--- src/rtl/core/wpm_pkg.sv ---
// Shared constants, operation codes and control types of the wildcard pattern matcher.
package wpm_pkg;

    localparam int unsigned MAX_PATTERN_DEF = 64;
    localparam int unsigned OP_W = 2;
    localparam int unsigned SYM_W = 8;

    localparam logic [OP_W-1:0] OP_CLEAR   = 2'd0;
    localparam logic [OP_W-1:0] OP_APPEND  = 2'd1;
    localparam logic [OP_W-1:0] OP_TEXT    = 2'd2;
    localparam logic [OP_W-1:0] OP_RESTART = 2'd3;

    localparam logic [SYM_W-1:0] SYM_STAR = 8'h2A;
    localparam logic [SYM_W-1:0] SYM_ANY  = 8'h3F;

    typedef struct packed {
        logic start;
        logic rd;
        logic load;
    } t_cmd;

    typedef struct packed {
        logic len_zero;
        logic last_addr;
    } t_sts;

endpackage

--- src/rtl/core/wpm_ctrl.sv ---
// Controller state machine: accepts an item, runs the row sweep and hands over the result.
module wpm_ctrl import wpm_pkg::*; (
    input  logic            i_clk,
    input  logic            i_rst_n,
    input  logic            i_in_valid,
    input  logic [OP_W-1:0] i_in_op,
    output logic            o_in_ready,
    input  logic            i_out_ready,
    output logic            o_out_valid,
    input  t_sts            i_sts,
    output t_cmd            o_cmd
);

    localparam logic [1:0] S_IDLE  = 2'd0;
    localparam logic [1:0] S_RUN   = 2'd1;
    localparam logic [1:0] S_DRAIN = 2'd2;
    localparam logic [1:0] S_FIN   = 2'd3;

    logic [1:0] r_state;
    logic [1:0] n_state;
    logic       r_ovalid;
    logic       n_ovalid;

    always_comb begin
        n_state  = r_state;
        n_ovalid = r_ovalid;
        o_cmd    = '0;
        if (r_ovalid && i_out_ready) begin
            n_ovalid = 1'b0;
        end
        unique case (r_state)
            S_IDLE: begin
                if (i_in_valid) begin
                    o_cmd.start = 1'b1;
                    // An append always leaves a non-empty pattern to sweep.
                    if (i_in_op == OP_APPEND || (i_in_op != OP_CLEAR && !i_sts.len_zero)) begin
                        n_state = S_RUN;
                    end else begin
                        n_state = S_FIN;
                    end
                end
            end
            S_RUN: begin
                o_cmd.rd = 1'b1;
                if (i_sts.last_addr) begin
                    n_state = S_DRAIN;
                end
            end
            S_DRAIN: begin
                n_state = S_FIN;
            end
            S_FIN: begin
                if (!r_ovalid || i_out_ready) begin
                    o_cmd.load = 1'b1;
                    n_ovalid   = 1'b1;
                    n_state    = S_IDLE;
                end
            end
            default: begin
                n_state = S_IDLE;
            end
        endcase
    end

    always_ff @(posedge i_clk) begin
        if (!i_rst_n) begin
            r_state  <= S_IDLE;
            r_ovalid <= 1'b0;
        end else begin
            r_state  <= n_state;
            r_ovalid <= n_ovalid;
        end
    end

    assign o_in_ready  = (r_state == S_IDLE);
    assign o_out_valid = r_ovalid;

endmodule

--- config.mk ---
export PLATFORM = sky130hd
export DESIGN_NAME = wpm_ctrl
export DESIGN_NICKNAME = d
export VERILOG_FILES = /design/src/rtl/core/wpm_pkg.sv /design/src/rtl/core/wpm_ctrl.sv
export SDC_FILE = /design/constraint.sdc
export NUM_CORES = 1
export LEC_CHECK = 0
export BUFFER_PORTS_ARGS = -buffer_cell sky130_fd_sc_hd__buf_2
export CAP_MARGIN = 15
export CORE_AREA = 4 4 41 43
export DETAILED_ROUTE_END_ITERATION = 16
export DIE_AREA = 0 0 45 47
export GPL_ROUTABILITY_DRIVEN = 0
export PLACE_DENSITY = 0.49
export SKIP_CTS_REPAIR_TIMING = 1
export SLEW_MARGIN = 20
export SYNTH_ARGS = -nofsm -noshare
export SYNTH_HDL_FRONTEND = slang
export SYNTH_SLANG_ARGS = --single-unit
--- constraint.sdc ---
create_clock -name i_clk -period 2.1 [get_ports i_clk]
set_input_delay 0.21 -clock i_clk [delete_from_list [all_inputs] [get_ports i_clk]]
set_output_delay 0.21 -clock i_clk [all_outputs]
set_load 0.05 [all_outputs]
---- After elaboration in Yosys (flattened, before gate mapping) ----
Index checks and enable logic that the tools add are counted.
word-level totals
  output and inout port bits .............. 5
  word-level logic and storage cells ...... 31
  register bits ........................... 3
operators by class
  reduce and logical (&&, ||, !) cells .... 9
  eq/ne operators ......................... 7
  multiplexer cells ....................... 13
operators by type and width
  cell                count
  $mux 1              8
  $mux 2              4
  $pmux 2 s4          1
  $ne 2x2->1 const B  3
  $eq 2x1->1 const B  2
  $eq 2x2->1 const B  2
  $reduce_and 3->1    1
  $logic_and 1x1->1   2
  $logic_not 1->1     2
  $logic_not 2->1     1
  $logic_or 1x1->1    2
  $reduce_bool 2->1   1

---- Longest topological paths before layout ----
Gate-level depths: netlist of run 1.
  word-level depth ........................ 6
  gate-level depth with buffers ........... 5

---- Worst setup path before layout of run 1 ----
Ideal clock, no wire load.
  path type ............................... register to output
  start point ............................. register r_ovalid (netlist: o_out_valid)
  end point ............................... output o_cmd[0] (netlist name)
  buffers on the path ..................... 0
  stages on the path, launching flop included .. 3
  data arrival time ....................... 1381 ps
  slack ................................... 509 ps
  path through ............................ dfxtp_1 > nor2b_1 > nor2b_1
RTL lines
  what                    RTL line        text
  start, declared         wpm_ctrl.sv:21  logic r_ovalid;
  start signal, assigned  wpm_ctrl.sv:71  r_ovalid <= n_ovalid;
  end, declared           wpm_ctrl.sv:11  output t_cmd o_cmd

==> results of run 1 <==
state kept, by name (all words and copies together) (netlist names):
name,count
o_out_valid,1
r_state,2
routing by layer:
| metal | share of wire | up-vias |
|---|---|---|
| met5 | 0 | - |
| li1 | - | 124 |
| met4 | 0 | 0 |
| met2 | 0.50 | 7 |
| met3 | 0.075 | 0 |
| met1 | 0.43 | 95 |
layout make-up:
cell class | count | area (um2)
well taps | 15 | 18.8
fillers | 158 | 966
inverters | 2 | 7.51
multi-input cells | 21 | 163
flip-flops and latches | 3 | 60.1
clock buffers | 4 | 26.3
repair buffers | 12 | 60.1
worst min-delay path by stage:
stage                  from                endpoint  depth (start not counted)
floorplan           i_rst_n  o_out_valid$_SDFF_PN0_                          1
global placement    i_rst_n  o_out_valid$_SDFF_PN0_                          2
detailed placement  i_rst_n  o_out_valid$_SDFF_PN0_                          2
CTS                 i_rst_n  o_out_valid$_SDFF_PN0_                          2
global route        i_rst_n  o_out_valid$_SDFF_PN0_                          2
finish              i_rst_n  o_out_valid$_SDFF_PN0_                          2
critical path, cell delays in order (launching register included):
cell and delay, ps:
dfxtp_1 360, inv_1 80, ha_1 270, and2_2 190, buf_2 200
logic make-up after synthesis:
| kind of cell | after synthesis |
|---|---|
| flops | 3 |
| fa+ha+maj | 4 |
| simple gates | 13 |
| buf+inv | 2 |
| compound gates | 4 |
power groups by stage:
stage	clock network [W]	registers (W)	logic [W]
2_1_floorplan	0	0.000104	0.000272
3_3_place_gp	0	0.0000987	0.000338
3_5_place_dp	0	0.000100	0.000339
4_1_cts	0.000105	0.0000991	0.000341
5_1_grt	0.000107	0.000103	0.000366
6_report	0.0000982	0.0000983	0.000335
stage by stage:
step           power, W  hold slack [ps]  utilization  std cells
6_report       0.000532              241        0.258         57
5_1_grt        0.000577              262        0.258         57
4_1_cts        0.000545              237        0.258         57
3_5_place_dp   0.000439              477        0.238         53
3_3_place_gp   0.000436              479        0.238         53
2_1_floorplan  0.000376              328            -         26
cells in the final DEF, fill, tap and decap left out:
| cell | Yosys | layout |
|---|---|---|
| o21a_1 | 1 | 1 |
| o32ai_1 | 1 | 1 |
| nor2b_1 | 2 | 2 |
| nand2b_2 | 1 | 1 |
| buf_2 | 0 | 12 |
| o211a_1 | 2 | 2 |
| inv_1 | 2 | 2 |
| nand2b_1 | 1 | 1 |
| and3_1 | 1 | 1 |
| ha_1 | 4 | 4 |
| nor2_1 | 2 | 2 |
| nand2_1 | 2 | 2 |
| nand4_1 | 2 | 2 |
| and2_2 | 1 | 1 |
| clkbuf_4 | 0 | 3 |
| nand3b_1 | 1 | 1 |
| clkbuf_1 | 0 | 1 |
| dfxtp_1 | 3 | 3 |
==> reports/metrics.cfg, run 1 <==
[power_and_ir_drop]
power.share.clock = 0.185
power.density_nw_per_um2 = 1590
ir_drop_mv = 0.366
switchingPower_w = 0.000276
power_frac_seq = 0.185
p_comb_frac = 0.631
p_leak_nw = 0.180
p_int_w = 0.000256
swShare = 0.519

[global_route]
grtUsageMet1 = 0.0477
use_met2 = 0.0847
grt_pass1_vias = 202
overflow = 0
top_usage_layer = met2
grt_pass1_wl_um = 717
use_met3 = 0.0115
grt_max_degree = 7
antenna_found_initial = 0
grt_usage = 0.0498

[synthesis]
avgSynthCellArea_um2 = 8.85
ys_top_cells_by_count = 4 x ha_1, 3 x dfxtp_1
synthMuxAreaShare = 0
ys_ff_latch = 3
synth_area_leaders = dfxtp_1 26%, ha_1 22%, o211a_1 8.7%
synth_cell_types = 15
synth-xor-area-share = 0
yosysTopAreaCell = dfxtp_1
synth-edff-count = 0
ys_async_sr_fraction = 0
synth-compound-area-share = 0.158
synth.most_common_cell = ha_1
ys_warn_count = 0
synth_top_cell_area_share = 0.261
synth_top_family_by_area = simple AND/OR/NAND/NOR gates
synth_seq_area_share = 0.261
yosys.area_share.simple = 0.332
synth_cells = 26
synth_area_um2 = 230
synth_flop_cell = dfxtp_1
syn_nets = 38
yosys.area_share.adder = 0.217

[setup_path]
timing.rr.start = r_state[1]$_SDFFE_PN0P_
r2r-end = r_state[0]$_SDFFE_PN0P_
cp-startpoint = r_state[0]$_SDFFE_PN0P_
crit_end = o_cmd[2]
cp.arrival_ps = 1330
r2r_cells = 5
crit_fanout = 6
cp-start-kind = flop
path_class = flop to output pin
critical_path_required_ps = 1890
rrSetupSlack_ps = 820
critPathCaptureType = output pin

[clock_tree]
cts_tree = done
cts_root_buf = clkbuf_4
numCtsBuffers = 3
cts_max_path_buffers = 2
cts_max_level = 1
clkTransAtPathRegs_ps = 40
worstSkewPairLatency_ps = 230
cts.sinks = 3

[sta]
final_hold_viol_count = 0
setup_slack_ps = 561
fin_tns_setup_ps = 0
setup_viol = 0
fin_crit_sh = 0.733
tightest_slew_ps = 241
slew_viol_final = 0
min_period_ps = 1540
relSlewSlack = 0.839
clock.fmax_ghz = 0.650
rsz0062_at_grt = false
clock_skew_ps = 1.74

[route]
drc = 0
vias_per_cell = 3.96
drtIter0Drc = 0
wl_per_cell_um = 8.86
num_vias = 226
wl_um = 505
ant_nets = 0
first_pass_iters = 1

[placement]
place_hpwl_um = 431
detailed_place.area_um2 = 309
dp_slack_ps = 790
port_buffers = 12

[floorplanning]
num_rows = 13
die_x_um = 45
die_h_um = 47
ios = 13
start_util = 0.177
core_um2 = 1300
die_area_um2 = 2120

[finish]
drive_gt1_frac = 0.405
finalNetCount = 55
area.growth.synth_to_final_pct = 45.7
final_area_um2 = 335
num_antenna_cells = 0

[status]
outcome = completed

[worst_hold_path]
hold_class = input port to flop

[job]
cap_violations = 0

Note: power is estimated with default switching activity, not from simulation.
==> run 2: changes to the inputs <==
Settings changed: PLACE_DENSITY 0.49 to 0.51.
Clock period 2.1 ns to 1.35 ns, I/O delays scaled along.
==> run 2 against run 1 <==
Net effect:
- critical path depth fell by 1
- global-route usage rose by 1.3 points
- first-iteration DRC count rose by 5
- clock skew fell by 1.1 ps
- clock-buffer cell count did not move
- via count rose by 7.1%
- register-to-register slack got worse by 700 ps
- critical endpoint is now o_cmd[0]
- largest cell class unchanged
- largest power group unchanged
==> reports/metrics.cfg, run 2 (same netlist as run 1, synthesis figures left out) <==
[status]
outcome = completed

[finish]
fillers = 156
largest_register = r_state
multi_input_area_um2 = 180
num_antenna_cells = 0
seq_area_um2 = 65.1
mostFrequentLayoutCells = 10 x buf_2, 4 x clkbuf_4
drive_gt1_frac = 0.571
area.growth.synth_to_final_pct = 59.2
finalNetCount = 55
largest_reg_flops = 2
final_common_cell = buf_2
final_area_um2 = 367

[power_and_ir_drop]
power.density_nw_per_um2 = 2550
power_w = 0.000936
ir_drop_mv = 0.880
p_leak_nw = 0.180

[setup_path]
timing.critical_path.buf_inv = 1
slowest_stage = dfxtp_4
critical_path_required_ps = 1220
crit_path_cell_trace = ha_1 -> nor2b_2 -> clkbuf_4
max_stage_delay_ps = 350
critPathCaptureType = output pin
path_class = flop to output pin
path_delay_family = flip-flops
cp.arrival_ps = 1170
cp-start-kind = flop
crit_fanout = 4

[placement]
detailed_place.area_um2 = 317
port_buffers = 12
place_hpwl_um = 443
dp_slack_ps = 95.4

[sta]
setup_slack_ps = 45.8
clock.fmax_ghz = 0.767
setup_viol = 0
hold_ws_ps = 163
final_hold_viol_count = 0
fin_crit_sh = 0.966
relSlewSlack = 0.800
fin_tns_setup_ps = 0
slew_viol_final = 0
tightest_slew_ps = 299
min_period_ps = 1300
rsz0062_at_grt = false
clock_skew_ps = 0.619

[route]
vias_per_cell = 4.25
wl_um = 593
first_pass_iters = 4
ant_nets = 0
drc = 0
wl_per_cell_um = 10.4
num_vias = 242
drtIter0Drc = 5

[global_route]
antenna_found_initial = 0
grt_usage = 0.0631
grt_pass1_wl_um = 938
overflow = 0
grt_max_degree = 7
grt_pass1_vias = 242

[worst_hold_path]
hold_class = input port to flop

[floorplanning]
num_rows = 13
start_util = 0.177
die_x_um = 45
die_area_um2 = 2120
core_um2 = 1300
ios = 13
die_h_um = 47

[job]
cap_violations = 0

[clock_tree]
cts_tree = done
cts_root_buf = clkbuf_4
worstSkewPairLatency_ps = 230
cts.sinks = 3
cts_max_level = 1
clkTransAtPathRegs_ps = 40
cts_max_path_buffers = 2
numCtsBuffers = 3

run 2: layout make-up:
type,instances,share of cell area
multi-input cells,21,0.491
well taps,15,0.0512
flip-flops and latches,3,0.177
repair buffers,12,0.188
clock buffers,4,0.0717
inverters,2,0.0205
run 2: worst reg2reg max path: stages (launching register included):
cell and delay [ps]:
dfxtp_4 350, ha_1 220, nand3b_1 140, nand4_1 100, o32ai_1 290
run 2: final timing paths:
path,from,end,slack (ps),cells after the start
min reg2reg,r_state[0]$_SDFFE_PN0P_,r_state[0]$_SDFFE_PN0P_,530,1
min,i_rst_n,o_out_valid$_SDFF_PN0_,160,2
max,r_state[0]$_SDFFE_PN0P_,o_cmd[0],50,3
max reg2reg,r_state[0]$_SDFFE_PN0P_,r_state[1]$_SDFFE_PN0P_,120,4
run 2: metal layers:
metal | GRT usage | vias up | share of wire
met3 | 0.0345 | 0 | 0.064
met5 | 0 | - | 0
li1 | - | 124 | -
met2 | 0.105 | 7 | 0.53
met4 | 0.0351 | 0 | 0
met1 | 0.0633 | 111 | 0.40
run 2: report_power, final:
| group | internal, W | switching [W] | total, W |
|---|---|---|---|
| logic | 0.000220 | 0.000381 | 0.000601 |
| registers | 0.000134 | 0.0000398 | 0.000174 |
| clock network | 0.000111 | 0.0000501 | 0.000161 |
run 2: stage by stage:
| step | utilization | instances |
|---|---|---|
| global route | 0.282 | 57 |
| global placement | 0.243 | 53 |
| CTS | 0.263 | 57 |
| floorplan | - | 26 |
| detailed placement | 0.243 | 53 |
| finish | 0.282 | 57 |
