## src/rtl/core/wpm_pkg.sv

```systemverilog
// Shared constants, operation codes and control types of the wildcard pattern matcher.
package wpm_pkg;

    localparam int unsigned MAX_PATTERN_DEF = 64;
    localparam int unsigned OP_W = 2;
    localparam int unsigned SYM_W = 8;

    localparam logic [OP_W-1:0] OP_CLEAR   = 2'd0;
    localparam logic [OP_W-1:0] OP_APPEND  = 2'd1;
    localparam logic [OP_W-1:0] OP_TEXT    = 2'd2;
    localparam logic [OP_W-1:0] OP_RESTART = 2'd3;

    localparam logic [SYM_W-1:0] SYM_STAR = 8'h2A;
    localparam logic [SYM_W-1:0] SYM_ANY  = 8'h3F;

    typedef struct packed {
        logic start;
        logic rd;
        logic load;
    } t_cmd;

    typedef struct packed {
        logic len_zero;
        logic last_addr;
    } t_sts;

endpackage

```

## src/rtl/core/wpm_ram.sv

```systemverilog
// Generic single-port-write, single-port-read RAM with registered read data.
module wpm_ram #(
    parameter int unsigned WIDTH = 8,
    parameter int unsigned DEPTH = 64
) (
    input  logic                                      i_clk,
    input  logic                                      i_we,
    input  logic [((DEPTH > 1) ? $clog2(DEPTH) : 1)-1:0] i_waddr,
    input  logic [WIDTH-1:0]                          i_wdata,
    input  logic                                      i_re,
    input  logic [((DEPTH > 1) ? $clog2(DEPTH) : 1)-1:0] i_raddr,
    output logic [WIDTH-1:0]                          o_rdata
);

    logic [WIDTH-1:0] r_mem [DEPTH];
    logic [WIDTH-1:0] r_rdata;

    always_ff @(posedge i_clk) begin
        if (i_we) begin
            r_mem[i_waddr] <= i_wdata;
        end
        if (i_re) begin
            r_rdata <= r_mem[i_raddr];
        end
    end

    assign o_rdata = r_rdata;

endmodule

```

## src/rtl/core/wpm_dp.sv

```systemverilog
// Datapath: pattern store, match row store and the serial match-bit update.
module wpm_dp import wpm_pkg::*; #(
    parameter int unsigned MAX_PATTERN = MAX_PATTERN_DEF
) (
    input  logic             i_clk,
    input  logic             i_rst_n,
    input  logic [OP_W-1:0]  i_op,
    input  logic [SYM_W-1:0] i_symbol,
    input  t_cmd             i_cmd,
    output t_sts             o_sts,
    output logic             o_full_match,
    output logic             o_pattern_overflow
);

    localparam int unsigned AW = (MAX_PATTERN > 1) ? $clog2(MAX_PATTERN) : 1;
    localparam int unsigned LW = $clog2(MAX_PATTERN + 1);

    logic [LW-1:0]    r_len;
    logic             r_ovf;
    logic             r_row0;
    logic             r_left;
    logic             r_diag;
    logic             r_text;
    logic [SYM_W-1:0] r_sym;
    logic [AW-1:0]    r_idx;
    logic [AW-1:0]    r_widx;
    logic             r_pend;
    logic             r_o_match;
    logic             r_o_ovf;

    logic             full;
    logic             pat_we;
    logic [SYM_W-1:0] pat_rdata;
    logic             row_rdata;
    logic             nb;

    assign full   = (r_len == LW'(MAX_PATTERN));
    assign pat_we = i_cmd.start && (i_op == OP_APPEND) && !full;

    wpm_ram #(
        .WIDTH(SYM_W),
        .DEPTH(MAX_PATTERN)
    ) u_pat_ram (
        .i_clk  (i_clk),
        .i_we   (pat_we),
        .i_waddr(r_len[AW-1:0]),
        .i_wdata(i_symbol),
        .i_re   (i_cmd.rd),
        .i_raddr(r_idx),
        .o_rdata(pat_rdata)
    );

    // Entry j holds match bit j+1; bit zero lives in r_row0.
    wpm_ram #(
        .WIDTH(1),
        .DEPTH(MAX_PATTERN)
    ) u_row_ram (
        .i_clk  (i_clk),
        .i_we   (r_pend),
        .i_waddr(r_widx),
        .i_wdata(nb),
        .i_re   (i_cmd.rd),
        .i_raddr(r_idx),
        .o_rdata(row_rdata)
    );

    // r_left is the new bit k-1 and r_diag the old bit k-1 of the row.
    always_comb begin
        if (r_text) begin
            if (pat_rdata == SYM_STAR) begin
                nb = r_left | row_rdata;
            end else if (pat_rdata == SYM_ANY || pat_rdata == r_sym) begin
                nb = r_diag;
            end else begin
                nb = 1'b0;
            end
        end else begin
            nb = r_left & (pat_rdata == SYM_STAR);
        end
    end

    always_ff @(posedge i_clk) begin
        if (!i_rst_n) begin
            r_len  <= '0;
            r_ovf  <= 1'b0;
            r_row0 <= 1'b1;
            r_idx  <= '0;
            r_pend <= 1'b0;
        end else begin
            r_pend <= i_cmd.rd;
            if (i_cmd.start) begin
                r_idx <= '0;
                case (i_op)
                    OP_CLEAR: begin
                        r_len  <= '0;
                        r_ovf  <= 1'b0;
                        r_row0 <= 1'b1;
                    end
                    OP_APPEND: begin
                        if (full) begin
                            r_ovf <= 1'b1;
                        end else begin
                            r_len <= r_len + LW'(1);
                        end
                        r_row0 <= 1'b1;
                    end
                    OP_TEXT: begin
                        r_row0 <= 1'b0;
                    end
                    default: begin
                        r_row0 <= 1'b1;
                    end
                endcase
            end else if (i_cmd.rd) begin
                r_idx <= r_idx + AW'(1);
            end
        end
    end

    always_ff @(posedge i_clk) begin
        if (i_cmd.start) begin
            r_text <= (i_op == OP_TEXT);
            r_left <= (i_op != OP_TEXT);
            r_diag <= r_row0;
            r_sym  <= i_symbol;
        end else if (r_pend) begin
            r_left <= nb;
            r_diag <= row_rdata;
        end
        if (i_cmd.rd) begin
            r_widx <= r_idx;
        end
        if (i_cmd.load) begin
            r_o_match <= r_left;
            r_o_ovf   <= r_ovf;
        end
    end

    assign o_sts.len_zero  = (r_len == '0);
    assign o_sts.last_addr = ((LW'(r_idx) + LW'(1)) == r_len);

    assign o_full_match       = r_o_match;
    assign o_pattern_overflow = r_o_ovf;

endmodule

```

## config.mk

```make
export PLATFORM = sky130hd
export DESIGN_NAME = wpm_dp
export DESIGN_NICKNAME = d
export VERILOG_FILES = /design/src/rtl/core/wpm_pkg.sv /design/src/rtl/core/wpm_ram.sv /design/src/rtl/core/wpm_dp.sv
export SDC_FILE = /design/constraint.sdc
export NUM_CORES = 1
export LEC_CHECK = 0
export BUFFER_PORTS_ARGS = -buffer_cell sky130_fd_sc_hd__buf_4
export CAP_MARGIN = 20
export CELL_PAD_IN_SITES_DETAIL_PLACEMENT = 0
export CELL_PAD_IN_SITES_GLOBAL_PLACEMENT = 1
export CORE_MARGIN = 2
export CORE_UTILIZATION = 55
export CTS_CLUSTER_SIZE = 10
export DETAILED_ROUTE_END_ITERATION = 7
export GPL_ROUTABILITY_DRIVEN = 0
export PLACE_DENSITY_LB_ADDON = 0.1
export SLEW_MARGIN = 20
export SYNTH_ARGS = -nofsm -noshare
export SYNTH_HDL_FRONTEND = slang
export SYNTH_SLANG_ARGS = --single-unit
```

## constraint.sdc

```tcl
create_clock -name i_clk -period 3.35 [get_ports i_clk]
set_clock_uncertainty 0.15 [all_clocks]
set_input_delay 0.335 -clock i_clk [delete_from_list [all_inputs] [get_ports i_clk]]
set_output_delay 0.335 -clock i_clk [all_outputs]
set_load 0.005 [all_outputs]
```

## Word-level counts from Yosys, hierarchy flattened

Memory sizes are Yosys's and may differ from the RTL's. A register that Yosys moved wholly into a read port is not among the register bits.
Cells that the tools add are included.

- Flip-flop bits (word level): 35
- ROM bits: 0
- Latch bits: 0
- Input port bits: 15
- Word-level logic and storage cells: 57
- Memory bits (writable): 576
- Memories: 2

- Order comparisons: 0
- Shift-type cells: 0
- Reductions and logical operators: 11
- Divide/modulo/power cells: 0
- Muxes and demuxes: 16
- $mul: 0
- Add/sub/neg operators: 3
- Equality and inequality tests: 10
- Bitwise operators: 3

Memories:

| name | depth | width | read ports | clocked after memory_dff | wr ports | RTL line | source |
|---|---|---|---|---|---|---|---|
| u_pat_ram.r_mem | 64 | 8 | 1 | 1 | 1 | wpm_ram.sv:15 | `logic [WIDTH-1:0] r_mem [DEPTH];` |
| u_row_ram.r_mem | 64 | 1 | 1 | 1 | 1 | wpm_ram.sv:15 |  |

Operators with widths:

| cell | number |
|---|---|
| == test 8 x 6 -> 1 bit (second input constant) | 2 |
| case mux 7 bit (2 select lines) | 1 |
| two-way mux 1 bit | 13 |
| == test 8 bit | 1 |
| adder 6 x 1 -> 7 bit (second input constant) | 1 |
| adder 7 x 1 -> 7 bit (second input constant) | 1 |
| == test 7 bit | 1 |
| == test 7 bit (second input constant) | 1 |
| zero test 7 bit | 1 |
| two-way mux 7 bit | 1 |
| adder 6 x 1 -> 6 bit (second input constant) | 1 |
| inequality test 2 bit (second input constant) | 3 |
| AND reduction 3 bit | 2 |
| nonzero test 2 bit | 2 |
| == test 2 x 1 -> 1 bit (second input constant) | 1 |
| == test 2 bit (second input constant) | 1 |
| logical AND 1 bit | 2 |
| zero test 2 bit | 1 |
| case mux 1 bit (2 select lines) | 1 |
| OR reduction 2 bit | 1 |
| bitwise AND 1 bit | 1 |
| zero test 1 bit | 1 |
| logical OR 1 bit | 1 |
| NOT 1 bit | 1 |
| bitwise OR 1 bit | 1 |

## Longest topological paths before layout

- Depth in word-level cells: 7
- Gate-level depth with buffers: 8
- Mapped depth without buffers: 6

## Modules after synthesis

A second synthesis with hierarchy kept.

- Cells, all modules: 1288
- Area total of the unflattened synthesis: 24800.0 um^2

By module, submodules not included:

| module | seq. area each (um^2) | times used | cells an instance | area each (um^2) |
|---|---|---|---|---|
| wpm_ram at u_pat_ram | 15615.0 | 1 | 940 | 20246.9 |
| wpm_ram at u_row_ram | 1951.9 | 1 | 204 | 2924.1 |
| wpm_dp | 890.9 | 1 | 144 | 1629.1 |

## Worst setup path before layout

OpenSTA, ideal clock, no wires.

- Kind: register to register
- From: register u_pat_ram.r_rdata[7], in the netlist u_pat_ram.o_rdata[7], read port of u_pat_ram.r_mem
- To: memory u_row_ram.r_mem[0] (data pin)
- Required time: 2.844 ns
- Cell stages (with the launch flop): 5
- Setup slack: 0.954 ns
- Clock period less this slack: 2.396 ns
- Library setup time: 0.356 ns
- Path buffers: 0
- Arrival time: 1.891 ns
- Cell sequence: edfxtp_1 -> or4_1 -> o21ai_0 -> nand4_1 -> nand2_1

- Word-level cells in the longest chain between the ends: 5
- Elaborated cells between the ends (all ways): 8
- Those cells by class: eq/ne: 3; mux: 3; bitwise: 1; reduce/logical: 1

Ends and longest elaborated chain:

| what | RTL line | source |
|---|---|---|
| start, declared | wpm_ram.sv:16 | `logic [WIDTH-1:0] r_rdata;` |
| == test 8 x 6 -> 1 bit / == test 8 bit (equally long branches) | wpm_dp.sv:72 | `end else if (pat_rdata == SYM_ANY \|\| pat_rdata == r_sym) begin` |
| logical OR 1 bit | wpm_dp.sv:72 |  |
| two-way mux 1 bit | wpm_dp.sv:72 |  |
| two-way mux 1 bit | wpm_dp.sv:70 | `if (pat_rdata == SYM_STAR) begin` |
| two-way mux 1 bit * | wpm_dp.sv:69 | `if (r_text) begin` |
| net nb | wpm_dp.sv:35 | `logic nb;` |
| end, declared | wpm_ram.sv:15 |  |

The timed path passes the listed nets; every way through them passes the cells marked *.

==> impl.org <==
** Timing
- Fin. max-slew vios :: 0
- Measured against its own limit, the worst slew margin works out to 42.9%.
- Final cycle utilization of the critical path :: a little over nine tenths
- RSZ-0062 raised after global routing :: false
- Timing-limited maximum frequency :: 317 MHz
- Sum Neg Setup Slack :: 0 ns
- Final hold analysis gives a worst-case slack of ~0.025 ns.
- Worst setup slack after layout :: slightly below 0.2 ns
- Slew at the pin closest to its max-slew limit :: ~0.85 ns
- Number of hold violations in the final report :: 0
- Setup violations remaining at the end of the flow were counted as 0.
- The routed design could run at a clock period as short as 3.16 ns.

** Clock tree
- Clock H-tree levels :: 3
- TritonCTS built the clock tree.
- Clock slew at the register clock pins of the worst setup and hold paths :: roughly 0.060 ns
- Counting along the longest clock path gives a buffer depth of 3.
- Number of buffers added by the clock tree synthesis step :: 72
- Number of clock sinks :: just over 600
- The clock reaches the later pin of the worst-skew pair after around 0.6 ns.
- Clock tree synthesis selected as its root buffer the cell clkbuf_16.

** Pwr
- Across the VDD grid, the largest voltage drop is between 500 and 600 µV.
- Share of power burned in combinational logic :: about 3.0%
- Power spent charging and discharging nets :: 0.00315 W
- Sequential share of power :: 54.1%
- Per report_power, the clock group accounts for between 40 and 50% of the total.
- Internal power comes to about 0.013 W.
- Reported leakage power :: about 8.6 nW
- Switching fraction of total power :: around a fifth
- Power per Cell Area :: roughly 570 nW/µm²

** Logic synthesis
- Post-synth EDFFs :: between 600 and 700
- Number of flip-flops and latches in the synthesized netlist :: between 600 and 700
- Main area contributors after synthesis :: edfxtp_1, mux4_2, nor2_1
- Synthesis produced approximately 1300 cells.
- The Yosys step of the flow raised 0 warnings.
- After synthesis, the largest area contributor takes up between 70% and 80% of total cell area.
- Largest area contributor in the netlist :: edfxtp_1
- In the synthesized netlist the dominant register cell turns out to be edfxtp_1.
- Average cell area after synthesis :: 19.3 µm²
- Syn nets :: 1295
- The mapped netlist covers roughly 25000 µm².
- Counting flops with an async set or reset pin after synthesis yields a share of 0%.
- Proportion of synthesized chip area in sequential cells :: between 70% and 80%
- Counting distinct cell types in the post-synthesis netlist gives 45.

** Global route
- First-pass GRT wire length :: slightly above 80000 µm
- The via count of the first global-routing pass was between 10000 and 15000.
- Pin count of the biggest net entering global routing :: 66
- Global router's overall resource usage :: 24.4%
- The number of antenna violations at the first check in global routing is 0.
- GRT overflow :: 0

** Die
- Die X-Extent :: about 220 µm
- Pin placement for this block handled 19 I/O pins.
- The die is around 220 µm tall.
- CORE AREA :: around 44000 µm²
- Count of standard-cell rows :: a little under 80
- The floorplan step defined a die boundary enclosing around 46000 µm².
- Once the floorplan was initialized, standard cells occupied about 56% of the core.

** Route
- Routed wire length per instance :: around 27 µm
- Once detail routing completed, the nets flagged for antenna violations numbered 0.
- Iteration-0 DRC count of the detailed router :: roughly 1200
- Detailed-route DRC error count :: 0
- Total wirelength of the detailed-routed design :: roughly 55000 µm
- In the routed layout, each cell is associated on average with a via count of 6.16.
- Routed via count :: between 10000 and 15000
- The first detailed-routing pass ran for 5 iterations.

** Setup path
- Kind of capture point of the worst setup path :: primary output
- Arrival time reported for the critical path endpoint :: ~2.7 ns
- At the worst endpoint, the required time is between 2 and 3 ns.
- Max Fanout on Critical Path :: 14
- STA classifies the critical path startpoint as a flip-flop.
- The worst setup path is of the flip-flop to primary output kind.

** Placement
- Prior to clock tree synthesis, the placed netlist has a worst setup slack of 0.267 ns.
- In this run the cell area measured after placement is ~26000 µm².
- Final HPWL from detailed placement :: roughly 33000 µm
- Input and output buffers added on the ports amount to 18.

** Cells and area
- After routing the design area is about 28000 µm².
- The filler cells instantiated in the layout total roughly 3100.
- The area growth from synthesis to layout is 13.6%.
- Post-layout util :: approximately 63%
- Final-stage net count :: 1424
- Total inserted antenna cells :: 0
- Share of final-layout standard cells stronger than drive strength 1 :: 24.1%

** Run
- Across the run, the number of max-cap violations was 0.

** Min path
- The worst hold path belongs to the class input pin to flip-flop.

** Status
- The flow ran to the end, and the final reports show no timing, DRC or antenna violations.
metal layers:
metal	vias up	share of wire, %	routed length [µm]	GRT usage (%)
li1	5412	-	-	-
met1	6497	44	23900	36.7
met2	486	47	25900	37.3
met3	55	7.3	3970	4.36
met4	0	1.7	927	6.74
met5	-	0	0	0
state kept, by name (all words and copies together), names as in the netlist:
| name | flops |
|---|---|
| o_full_match | 1 |
| o_pattern_overflow | 1 |
| r_diag | 1 |
| r_idx | 6 |
| r_left | 1 |
| r_len | 7 |
| r_ovf | 1 |
| r_pend | 1 |
| r_row0 | 1 |
| r_sym | 8 |
| r_text | 1 |
| r_widx | 6 |
| u_pat_ram.o_rdata | 8 |
| u_pat_ram.r_mem | 512 |
| u_row_ram.o_rdata | 1 |
| u_row_ram.r_mem | 64 |
cell usage in the layout (no fill, tap or decap), types with 6 or more instances in the layout:
cell type and n:
nor2_1 150, o22ai_1 8, mux4_2 144, clkbuf_16 73, xnor2_1 13, nand4_1 11, nor3_1 14, buf_4 107
a21oi_1 18, nor2b_1 19, mux2i_1 25, clkbuf_1 17, nand3_1 32, buf_12 6, dfxtp_1 13, nand2_1 41
xor2_1 12, and2_1 6, a22oi_1 18, nand2b_1 7, o21ai_0 12, or3_1 6, edfxtp_1 604, o221ai_1 11
dlygate4sd3_1 6
cells by family after synthesis:
family	Yosys count	synth area share [%]
XOR/XNOR	25	0.891
buffers and inverters	68	1.62
flip-flops	620	75.1
AND/OR/NAND/NOR	300	5.50
AO/OA/AOI/OAI	90	2.47
multiplexers	171	14.3
adder cells (fa/ha/maj)	3	0.153
power groups by stage:
stage	Combinational [W]	Clock (W)	Sequential, W
detailed placement	0.000464	0	0.00872
CTS	0.000470	0.00693	0.00856
floorplan	0.000263	0	0.00870
finish	0.000472	0.00677	0.00856
global placement	0.000460	0	0.00872
global route	0.000511	0.00722	0.00855
area by class of cell:
| type | instances | area [µm²] | share of cell area, % |
|---|---|---|---|
| tap | 592 | 741 | 2.65 |
| timing repair buffer | 120 | 995 | 3.56 |
| multi-input combinational | 589 | 5730 | 20.5 |
| sequential | 620 | 18500 | 66.1 |
| inverter | 3 | 11.3 | 0.0403 |
| clock inverter | 7 | 86.3 | 0.309 |
| clock buffer | 90 | 1890 | 6.77 |
worst paths after layout:
check | startpoint | to | slack, ns | cells past startpoint
min reg2reg | r_left | o_full_match | 0.33 | 0
max reg2reg | r_len[1] | u_pat_ram.r_mem[25][7] | 0.25 | 6
min | i_cmd[1] | r_widx[0] | 0.02 | 1
max | r_idx[3] | o_sts[0] | 0.19 | 6
what timing repair did:
item,CTS,global route
setup endpoints to repair,0,1
setup buffers,0,4
resized for setup,0,1
hold buffers,6,0
hold endpoints to repair,17,0
per-stage QoR:
step | cells | total power, W
floorplan | 1277 | 0.00896
global placement | 1914 | 0.00918
detailed placement | 1914 | 0.00918
CTS | 2017 | 0.0160
global route | 2021 | 0.0163
finish | 2021 | 0.0158
critical path, cell delays in order, from the launching register on:
cell and delay, ns:
dfxtp_1 0.66, and2_1 0.48, nand4_1 0.16, xnor2_1 0.23
nand3_1 0.10, nor3_1 0.27, buf_4 0.18
synthesized netlist by cell type (2+ instances only):
cell	count
nand3b_1	5
dfxtp_1	16
and3_1	3
nand2_1	41
or3_1	6
o21ai_1	2
o22ai_1	8
a22o_1	5
nor3_1	14
nor2_1	150
o2bb2ai_1	3
xor2_1	12
a22oi_1	18
o221ai_1	11
a211oi_1	5
buf_1	3
a21oi_1	18
buf_6	11
nand3_1	32
nor2b_1	19
edfxtp_1	604
mux2i_1	25
or2_2	2
xnor2_1	13
buf_4	5
nand4_1	11
o21ai_0	12
mux2_2	2
ha_1	3
buf_2	24
a31oi_1	5
mux4_2	144
inv_1	3
nand2b_1	7
and2_1	5
clkbuf_1	21
Note: power is estimated with default switching activity, not from simulation.
